File: config.mk
export PLATFORM = sky130hd
export DESIGN_NAME = utf8_to_codepoint_decoder
export DESIGN_NICKNAME = d
export VERILOG_FILES = /design/src/hdl/u8d_pkg.sv /design/src/hdl/utf8_to_codepoint_decoder.sv /design/src/hdl/u8d_datapath.sv /design/src/hdl/u8d_ctrl.sv
export SDC_FILE = /design/constraint.sdc
export NUM_CORES = 1
export LEC_CHECK = 0
export ABC_AREA = 1
export CORE_ASPECT_RATIO = 0.5
export CORE_MARGIN = 4
export CORE_UTILIZATION = 36
export DETAILED_ROUTE_END_ITERATION = 8
export DONT_BUFFER_PORTS = 1
export SETUP_SLACK_MARGIN = 0.05
export SYNTH_ARGS = -nofsm -noshare
export SYNTH_HDL_FRONTEND = slang
export SYNTH_SLANG_ARGS = --single-unit
File: constraint.sdc
create_clock -name clk -period 11.42 [get_ports clk]
set_clock_uncertainty 0.2 [all_clocks]
set_input_delay 1.142 -clock clk [delete_from_list [all_inputs] [get_ports clk]]
set_output_delay 1.142 -clock clk [all_outputs]
set_load 0.005 [all_outputs]
File: src/hdl/u8d_pkg.sv
// Shared types and constants for the UTF-8 to code point decoder.
package u8d_pkg;

    localparam int QUE_DEPTH = 6;                    // five held bytes plus the new one
    localparam logic [20:0] ERR_CHAR   = 21'h00003F; // '?'
    localparam logic [20:0] MIN_TWO    = 21'h000080;
    localparam logic [20:0] MIN_THREE  = 21'h000800;
    localparam logic [20:0] MIN_FOUR   = 21'h010000;
    localparam logic [20:0] MAX_PLUS1  = 21'h110000;
    localparam logic [7:0]  LEAD_ED    = 8'hED;
    localparam logic [3:0]  LOW_SURR_HI = 4'hB;      // B0..BF second byte of low half

    typedef logic [QUE_DEPTH-1:0][7:0] byte_vec_t;

    typedef struct packed {
        logic [7:0] data_byte;
        logic       end_of_string;
    } byte_item_t;

    typedef struct packed {
        logic [20:0] code_point;
        logic        error_flag;
        logic [2:0]  bytes_used;
        logic        last_of_run;
    } cp_item_t;

    typedef struct packed {
        logic load;   // append the accepted byte
        logic step;   // emit the front result and drop its bytes
    } u8d_cmd_t;

    typedef struct packed {
        logic stop;      // front needs more bytes, nothing to emit
        logic last;      // front result is the last one for this item
        logic out_free;  // output register can take a result
    } u8d_sts_t;

endpackage

File: src/hdl/utf8_to_codepoint_decoder.sv
// UTF-8 byte stream to code point decoder with CESU-8 surrogate pair joining.
//
// Bytes arrive one item at a time on the byte channel; each result item on the
// cp channel carries one code point, an error flag ('?' = 0x3F on error), the
// number of bytes it consumed (6 for a joined CESU-8 pair) and a flag on the
// last result caused by the byte just taken. Up to five bytes of an unfinished
// sequence are held; end_of_string flushes them all. A byte is first written into
// the queue; the controller then emits the front result and drops its bytes, one
// sequence per cycle while the output register is free, until the front needs
// more bytes or the queue empties, and only then takes the next byte. A byte that
// only extends a pending sequence gives no result. A byte after reset needs no
// warm-up.
module utf8_to_codepoint_decoder
    import u8d_pkg::*;
(
    input  logic       clk,
    input  logic       rst_n,
    input  logic       byte_valid,
    output logic       byte_ready,
    input  byte_item_t byte_item,
    output logic       cp_valid,
    input  logic       cp_ready,
    output cp_item_t   cp_item
);

    u8d_cmd_t cmd;
    u8d_sts_t sts;

    // sequencing: accept / step / go idle
    u8d_ctrl u_ctrl (
        .clk        (clk),
        .rst_n      (rst_n),
        .byte_valid (byte_valid),
        .byte_ready (byte_ready),
        .sts        (sts),
        .cmd        (cmd)
    );

    // byte queue, decoder, output register
    u8d_datapath u_dp (
        .clk       (clk),
        .rst_n     (rst_n),
        .cmd       (cmd),
        .sts       (sts),
        .byte_item (byte_item),
        .cp_ready  (cp_ready),
        .cp_valid  (cp_valid),
        .cp_item   (cp_item)
    );

endmodule

File: src/hdl/u8d_datapath.sv
// Byte queue, front decoder and output register of the decoder.
module u8d_datapath
    import u8d_pkg::*;
(
    input  logic       clk,
    input  logic       rst_n,
    input  u8d_cmd_t   cmd,
    output u8d_sts_t   sts,
    input  byte_item_t byte_item,
    input  logic       cp_ready,
    output logic       cp_valid,
    output cp_item_t   cp_item
);

    typedef struct packed {
        logic [20:0] cp;
        logic        err;
        logic [2:0]  used;
        logic        shortage;
    } dec_t;

    function automatic logic is_cont(input logic [7:0] b);
        return b[7:6] == 2'b10;
    endfunction

    // Decode the front of the queue; shortage means later bytes could change it.
    function automatic dec_t decode_front(input byte_vec_t b, input logic [2:0] len);
        dec_t        r;
        logic [20:0] v;
        logic [20:0] minv;
        logic [2:0]  n;
        logic [7:0]  lead_off;
        logic        pair;
        logic        ok;
        r.cp       = ERR_CHAR;
        r.err      = 1'b1;
        r.used     = 3'd1;
        r.shortage = 1'b0;
        if (b[0] < 8'h80)
        begin
            r.cp   = {13'd0, b[0]};
            r.err  = 1'b0;
            return r;
        end
        if (b[0] < 8'hC0 || b[0] > 8'hF7)
            return r;
        if (len < 3'd2)
        begin
            r.shortage = 1'b1;
            return r;
        end
        if (!is_cont(b[1]))
            return r;
        lead_off = b[0] - 8'hC0;
        v    = {9'd0, lead_off[5:0], b[1][5:0]};
        n    = 3'd2;
        minv = MIN_TWO;
        if (b[0] >= 8'hE0)
        begin
            r.used = 3'd2;
            if (len < 3'd3)
            begin
                r.shortage = 1'b1;
                return r;
            end
            if (!is_cont(b[2]))
                return r;
            if (b[0] < 8'hF0)
            begin
                v    = {5'd0, b[0][3:0], b[1][5:0], b[2][5:0]};
                n    = 3'd3;
                minv = MIN_THREE;
                if (v[15:10] == 6'b110110)
                begin
                    // high surrogate: try to join a CESU-8 low half
                    pair = 1'b1;
                    if (len > 3'd3 && b[3] != LEAD_ED)
                        pair = 1'b0;
                    if (len > 3'd4 && b[4][7:4] != LOW_SURR_HI)
                        pair = 1'b0;
                    if (len > 3'd5 && !is_cont(b[5]))
                        pair = 1'b0;
                    if (pair && len < 3'd6)
                        r.shortage = 1'b1;
                    else if (pair)
                    begin
                        v    = MIN_FOUR + {1'b0, v[9:0], b[4][3:0], b[5][5:0]};
                        n    = 3'd6;
                        minv = MIN_FOUR;
                    end
                end
            end
            else
            begin
                r.used = 3'd3;
                if (len < 3'd4)
                begin
                    r.shortage = 1'b1;
                    return r;
                end
                if (!is_cont(b[3]))
                    return r;
                v    = {b[0][2:0], b[1][5:0], b[2][5:0], b[3][5:0]};
                n    = 3'd4;
                minv = MIN_FOUR;
            end
        end
        ok = (v >= minv) && (v < MAX_PLUS1) && (v[20:11] != 10'h01B) &&
             (v[15:1] != 15'h7FFF) && (v[20:5] != 16'h07EE) && (v[20:5] != 16'h07EF);
        r.used = n;
        if (ok)
        begin
            r.cp  = v;
            r.err = 1'b0;
        end
        return r;
    endfunction

    byte_vec_t   que_reg;
    byte_vec_t   que_next;
    logic [2:0]  len_reg;
    logic [2:0]  len_next;
    logic        eos_reg;
    logic        eos_next;
    logic        out_valid_reg;
    logic        out_valid_next;
    cp_item_t    out_reg;
    cp_item_t    out_next;

    dec_t        front;
    dec_t        after;
    logic [2:0]  used;
    logic [2:0]  len_after;
    byte_vec_t   que_shift;
    logic [5:0]  shift_bits;

    always_comb
    begin
        front      = decode_front(que_reg, len_reg);
        used       = (front.used > len_reg) ? len_reg : front.used;
        len_after  = len_reg - used;
        shift_bits = {used, 3'b000};
        que_shift  = que_reg >> shift_bits;
        after      = decode_front(que_shift, len_after);
    end

    assign sts.stop     = front.shortage && !eos_reg;
    assign sts.last     = (len_after == 3'd0) || (!eos_reg && after.shortage);
    assign sts.out_free = !out_valid_reg || cp_ready;

    always_comb
    begin
        que_next       = que_reg;
        len_next       = len_reg;
        eos_next       = eos_reg;
        out_next       = out_reg;
        out_valid_next = out_valid_reg && !cp_ready;
        if (cmd.load)
        begin
            for (int i = 0; i < QUE_DEPTH; i++)
            begin
                if (len_reg == i[2:0])
                    que_next[i] = byte_item.data_byte;
            end
            len_next = len_reg + 3'd1;
            eos_next = byte_item.end_of_string;
        end
        else if (cmd.step)
        begin
            que_next             = que_shift;
            len_next             = len_after;
            out_next.code_point  = front.cp;
            out_next.error_flag  = front.err;
            out_next.bytes_used  = used;
            out_next.last_of_run = sts.last;
            out_valid_next       = 1'b1;
        end
    end

    always_ff @(posedge clk or negedge rst_n)
    begin
        if (!rst_n)
        begin
            len_reg       <= 3'd0;
            eos_reg       <= 1'b0;
            out_valid_reg <= 1'b0;
        end
        else
        begin
            len_reg       <= len_next;
            eos_reg       <= eos_next;
            out_valid_reg <= out_valid_next;
        end
    end

    always_ff @(posedge clk)
    begin
        que_reg <= que_next;
        out_reg <= out_next;
    end

    assign cp_valid = out_valid_reg;
    assign cp_item  = out_reg;

endmodule

File: src/hdl/u8d_ctrl.sv
// Controller: takes a byte, then steps out results until the queue waits or empties.
module u8d_ctrl
    import u8d_pkg::*;
(
    input  logic     clk,
    input  logic     rst_n,
    input  logic     byte_valid,
    output logic     byte_ready,
    input  u8d_sts_t sts,
    output u8d_cmd_t cmd
);

    localparam logic ST_IDLE = 1'b0;
    localparam logic ST_RUN  = 1'b1;

    logic state_reg;
    logic state_next;

    always_comb
    begin
        state_next = state_reg;
        byte_ready = 1'b0;
        cmd.load   = 1'b0;
        cmd.step   = 1'b0;
        case (state_reg)
            ST_IDLE:
            begin
                byte_ready = 1'b1;
                if (byte_valid)
                begin
                    cmd.load   = 1'b1;
                    state_next = ST_RUN;
                end
            end
            ST_RUN:
            begin
                if (sts.stop)
                    state_next = ST_IDLE;
                else if (sts.out_free)
                begin
                    cmd.step = 1'b1;
                    if (sts.last)
                        state_next = ST_IDLE;
                end
            end
            default:
                state_next = ST_IDLE;
        endcase
    end

    always_ff @(posedge clk or negedge rst_n)
    begin
        if (!rst_n)
            state_reg <= ST_IDLE;
        else
            state_reg <= state_next;
    end

endmodule

# Yosys cells after proc, flatten, opt, wreduce, memory -nomap -nowiden
# Cells that the tools add are included.
classes:
  add_sub_neg: 4
  order_cmp: 27
  eq_ne: 29
  shifts: 1
  n_mux: 250
  n_bitwise: 2
  n_reduce_logical: 35
op_table:
  columns: ["op", "count"]
  rows:
  - ["$mux W26", 23]
  - ["$mux W21", 24]
  - ["$mux W1", 178]
  - ["$mux W48", 2]
  - ["$lt A8 B8 Y1 const B", 6]
  - ["$mux W8", 6]
  - ["$shr A48 B6 Y48", 1]
  - ["$mux W3", 12]
  - ["$mux W17", 2]
  - ["$ne A16 B11 Y1 const B", 2]
  - ["$mux W22", 1]
  - ["$add A17 B20 Y21 const A", 1]
  - ["$ge A21 B21 Y1", 1]
  - ["$lt A21 B21 Y1 const B", 1]
  - ["$eq A2 B2 Y1 const B", 8]
  - ["$ge A8 B8 Y1 const B", 2]
  - ["$gt A8 B8 Y1 const B", 2]
  - ["$logic_and A1 B1 Y1", 16]
  - ["$ne A8 B8 Y1 const B", 2]
  - ["$ne A15 B15 Y1 const B", 1]
  - ["$reduce_and A2 Y1", 7]
  - ["$eq A6 B6 Y1 const B", 2]
  - ["$gt A3 B3 Y1 const B", 4]
  - ["$lt A3 B2 Y1 const B", 4]
  - ["19 further kinds", 40]
word_totals:
  register_bits: 80
  in_bits: 13
  elab_cells: 362

# Depth between registers and ports, before layout
logic_depth:
  depth_word: 116
  ltp_mapped: 34

# By module
# Synthesis repeated with hierarchy kept, for this count alone.
unflattened:
  cells_unflattened: 836
  area_unflattened_um2: 6038.3
by_module_without_submodules:
  columns: ["module", "instances", "cells_each", "area_per_inst_um2", "seq_area_each_um2"]
  rows:
  - ["u8d_datapath", 1, 826, 5973.2, 2347.3]
  - ["u8d_ctrl", 1, 10, 65.1, 25.0]

# Worst setup path before layout
# Ideal clock, no wire load.
synth_timing:
  kind: "register to register"
  startpoint: "register u_dp.len_reg[1]"
  endpoint: "register u_dp.que_reg[40] (netlist name) (enable)"
  setup_ns: 0.384
  t_arrival_ns: 3.824
  t_required_ns: 10.836
  setup_slack_ns: 7.012
  stages_incl_launch_ff: 18
  path_buffers: 0
  path_cell_list: "dfrtp_1 > inv_1 > ha_1 > nand2_1 > nand2_1 > nand2_1 > nand2_1 > nand2_1 > o31ai_1 > a21oi_1 > nor2_1 > nand3_1 > nand2_1 > nand3_1 > nand2_1 > nor2_1 > clkinv_1 > o21ai_0"
synth_between:
  elab_chain_cells: 31
  word_cells_on_any_way: 86
synth_lines:
  columns: ["item", "line", "source"]
  rows:
  - ["from (decl)", "u8d_datapath.sv:121", "logic [2:0] len_reg;"]
  - ["from (signal assigned)", "u8d_datapath.sv:190", "len_reg <= len_next;"]
  - ["$gt A3 B2 Y1", "u8d_datapath.sv:77", "if (len > 3'd3 && b[3] != LEAD_ED)"]
  - ["$logic_and A1 B1 Y1", "u8d_datapath.sv:77", null]
  - ["$mux W1", "u8d_datapath.sv:77", null]
  - ["$mux W1", "u8d_datapath.sv:79", "if (len > 3'd4 && b[4][7:4] != LOW_SURR_HI)"]
  - ["$mux W1", "u8d_datapath.sv:81", "if (len > 3'd5 && !is_cont(b[5]))"]
  - ["$mux W1", "u8d_datapath.sv:73", "if (v[15:10] == 6'b110110)"]
  - ["$mux W1 (2 in series)", "u8d_datapath.sv:68", "if (b[0] < 8'hF0)"]
  - ["$mux W1", "u8d_datapath.sv:66", "if (!is_cont(b[2]))"]
  - ["[... 14 more ...]", null, null]
  - ["$mux W26", "u8d_datapath.sv:52", "if (!is_cont(b[1]))"]
  - ["$mux W26", "u8d_datapath.sv:47", "if (len < 3'd2)"]
  - ["$mux W26", "u8d_datapath.sv:45", "if (b[0] < 8'hC0 || b[0] > 8'hF7)"]
  - ["$logic_and A1 B1 Y1", "u8d_datapath.sv:147", "assign sts.stop = front.shortage && !eos_reg;"]
  - ["$mux W1", "u8d_ctrl.sv:37", "if (sts.stop)"]
  - ["$mux W1", "u8d_ctrl.sv:25", "case (state_reg)"]
  - ["$reduce_bool A2 Y1 (no line)", null, null]
  - ["$reduce_and A2 Y1 (no line) *", null, null]
  - ["to (signal assigned)", "u8d_datapath.sv:198", "que_reg <= que_next;"]
  - ["to (decl)", "u8d_datapath.sv:119", "byte_vec_t que_reg;"]
# Mark *: on every way between the ends. The rest lies on a longest branch, timed or not. The select of a mux whose other input is x is not followed.
# A chain may end at the register's enable or synchronous reset.

# Worst setup path in the final report
layout_timing:
  startpoint: "register u_dp.len_reg[1]"
  endpoint: "register u_ctrl.state_reg"
layout_between:
  elab_chain_cells: 61
  word_cells_on_any_way: 218
layout_lines:
  columns: ["item", "line", "source"]
  rows:
  - ["$gt A3 B2 Y1", "u8d_datapath.sv:77", null]
  - ["$logic_and A1 B1 Y1", "u8d_datapath.sv:77", null]
  - ["$mux W1", "u8d_datapath.sv:77", null]
  - ["$mux W1", "u8d_datapath.sv:79", null]
  - ["$mux W1", "u8d_datapath.sv:81", null]
  - ["$mux W1", "u8d_datapath.sv:73", null]
  - ["$mux W1 (2 in series)", "u8d_datapath.sv:68", null]
  - ["$mux W1", "u8d_datapath.sv:66", null]
  - ["[... 19 more ...]", null, null]
  - ["via u_dp.used[0]", "u8d_datapath.sv:132", "logic [2:0] used;"]
  - ["parallel branches: the longest is 28 deep, another holds $lt A8 B8 Y1", null, null]
  - ["$logic_or A1 B1 Y1 *", "u8d_datapath.sv:148", "assign sts.last = (len_after == 3'd0) || (!eos_reg && after.shortage);"]
  - ["$mux W1 *", "u8d_ctrl.sv:42", "if (sts.last)"]
  - ["$mux W1 *", "u8d_ctrl.sv:39", "else if (sts.out_free)"]
  - ["$mux W1 *", "u8d_ctrl.sv:37", null]
  - ["$pmux W1 S2 *", "u8d_ctrl.sv:25", null]
  - ["via u_ctrl.state_next", "u8d_ctrl.sv:17", "logic state_next;"]
  - ["to (signal assigned)", "u8d_ctrl.sv:56", "state_reg <= state_next;"]
  - ["to (decl)", "u8d_ctrl.sv:16", "logic state_reg;"]
# Mark *: on every way through the listed nets, which the timed path passes. The select of a mux whose other input is x is not followed.

==> impl_results.md <==
- Status: complete, no violations
- Count of cell types in the netlist: 45
- Syn_nets: 897
- Chip Height: 101 um
- Slew at the pin closest to its max-slew limit: 1040 ps
- Max Root-Sink Buffers: 2
- IO Count: 41
- Final #Nets: 877
- Synthesized area per cell: 7.08 um^2
- Worst-path clk slew: 70 ps
- Critical path class: reg -> reg
- Routed WL: 21000 um
- TritonRoute pass-1 iters: 6
- Ratio of cells with drive above 1 in the final layout: 7.24%
- Remaining DRCs: 0
- Fill cells: 1791
- Vias post-DR: 6020
- Share of the synthesized area in the top cell type: 36.0%
- CP max FO: 57
- Routed WL per cell: 19.4 um
- Layout Area Growth over Synthesis: 6.37%
- DP HPWL: 15300 um
- RSZ-0062 raised after global routing: no
- Arrival time at the worst endpoint: 5730 ps
- Final Hold Vio Count: 0
- Row count: 33
- TritonCTS buffer count: 9
- Die area: 19400 um^2
- CP dominant cell by count: nand2_1
- Final Non-Filler Cells: 1083
- Gpl congestion: 0.932
- Worst Hold Class: in -> async
- Max reg flops: 48
- Number of synthesized register bits: 80
- Critical-path top delay cell: nand2_4
- Setup WS pre-CTS: 5860 ps
- Final setup vio count: 0
- Placed cells: 1067
- Period utilization: 50.1%
- Setup tns final: 0 ps
- Post-CTS Setup Inserts: 0
- TritonCTS clock tree: yes
- Hold Slack: 280 ps
- Largest net degree at the start of global routing: 58
- CTS Hold Buffers Added: 0
- Root Driver: clkbuf_16
- Crit path largest cell delay: 600 ps
- Global Route Usage Sum: 21.6%
- PortBufs: 0
- Seq/Total Area, Yosys: 38.5%
- Initial Util: 37.2%
- # clock sinks: 80
- Antenna cell count: 0
- Resized Gates After CTS: 0
- CTS H-tree depth: 3
- Maximum operating frequency: 175 MHz
- Antenna Violating Nets Remaining: 0
- Initial antenna violation count: 0
- Number of global-route vias before repair: 5480
- First-pass GRT wire length: 32600 um
- Slew HR: 29.9%
- EDFF count, synth: 74
- Congestion Overflow GR: 0
- Ys Warns: 0
- Synth Instances: 871
- Clk_lat worst skew: 350 ps
- Min Tclk post-route: 5720 ps
- Crit start category: flip-flop
- Crit path capture type: flip-flop
- Maxcap violations: 0
- Post-synthesis cell area: 6170 um^2
- Final Max Slew Viols: 0
- Starting DRT DRC Count: 809
- Crit path required time: 11430 ps
- Via density: 5.56
- Worst setup margin: 5700 ps
- Commonest register cell after synthesis: edfxtp_1
- Cell taking the most area after synthesis: edfxtp_1
- Core Region: 16600 um^2
- Top post-synthesis cells by area: edfxtp_1, nand2_1, nand3_1
- Async S/R FF share, synth: 7.50%
- Die W: 193 um
[layout by cell type, fill, tap and decap left out, drive strengths merged, types with 2 or more instances in the layout]
master and instances:
clkbuf 9, o211ai 6, o22ai 4, o31ai 2
nand4 9, o41ai 2, nor2 91, and2 3
nand3 119, ha 12, a22oi 3, buf 4
dfrtp 6, nand3b 3, clkinv 4, o21ai 81
a21oi 26, a31oi 3, inv 97, nor3 8
edfxtp 74, nand2 277, or2 2, clkinvlp 2
o2111ai 2
[worst max-delay path, delay by kind of cell, from the launching register on]
kind | cells | cell delay, ps
simple gates | 20 | 2760
fa+ha+maj | 4 | 1230
buf+inv | 5 | 700
flops | 1 | 470
compound gates | 1 | 180
[cells in the mapped netlist (all sizes together), types with 4 or more instances]
cell type and n:
nand2 277, nand3 119, inv 94, nor2 91
o21ai 81, edfxtp 74, a21oi 26, buf 25
ha 12, clkbuf 10, nand4 9, nor3 8
dfrtp 6, o211ai 6, o22ai 4
[kinds of logic after synthesis]
family                   after synthesis  synth area share, %
adder cells (fa/ha/maj)               13                 2.76
buffers and inverters                132                 9.67
XOR/XNOR                               1                0.142
AND/OR/NAND/NOR                      512                 36.7
AO/OA/AOI/OAI                        133                 12.3
flip-flops                            80                 38.5
[per-layer routing]
metal,global-route usage (%),part of all wire (%),vias up
li1,-,-,2867
met1,33.1,48,2836
met2,30.9,41,289
met3,5.29,10,28
met4,3.75,1.2,0
met5,0,0,-
[final cells by class]
| class | instances | area, um^2 | share of cell area (%) |
|---|---|---|---|
| Clock buffer | 9 | 225 | 3.43 |
| Sequential cell | 80 | 2370 | 36.1 |
| Clock inverter | 7 | 78.8 | 1.20 |
| Inverter | 97 | 364 | 5.55 |
| Timing Repair Buffer | 4 | 30.0 | 0.458 |
| Multi-Input combinational cell | 659 | 3210 | 48.9 |
| Tap cell | 227 | 284 | 4.33 |
[worst paths after layout]
path / cells after the start / slack (ps) / end / from
worst max-delay path: 30 / 5700 / u_ctrl.state_reg$_DFF_PN0_ / u_dp.len_reg[1]$_DFFE_PN0P_
worst min-delay path: 0 / 280 / u_dp.len_reg[0]$_DFFE_PN0P_ / rst_n
worst max register to register: 30 / 5700 / u_ctrl.state_reg$_DFF_PN0_ / u_dp.len_reg[1]$_DFFE_PN0P_
worst min register to register: 2 / 380 / u_dp.cp_valid$_DFF_PN0_ / u_ctrl.state_reg$_DFF_PN0_
max in group asynchronous: 0 / 10670 / u_dp.len_reg[2]$_DFFE_PN0P_ / rst_n
min in group clk: 2 / 380 / u_dp.cp_valid$_DFF_PN0_ / u_ctrl.state_reg$_DFF_PN0_
[per-stage QoR]
step	instance area, um^2	util, %
after floorplan	6170	-
after global placement	6260	37.7
after detailed placement	6260	37.7
after CTS	6560	39.5
after global routing	6560	39.5
final	6560	39.5
Power is left out: the tool's default activity adds up to more than one toggle a clock period on the data nets, which glitch-free logic cannot reach.
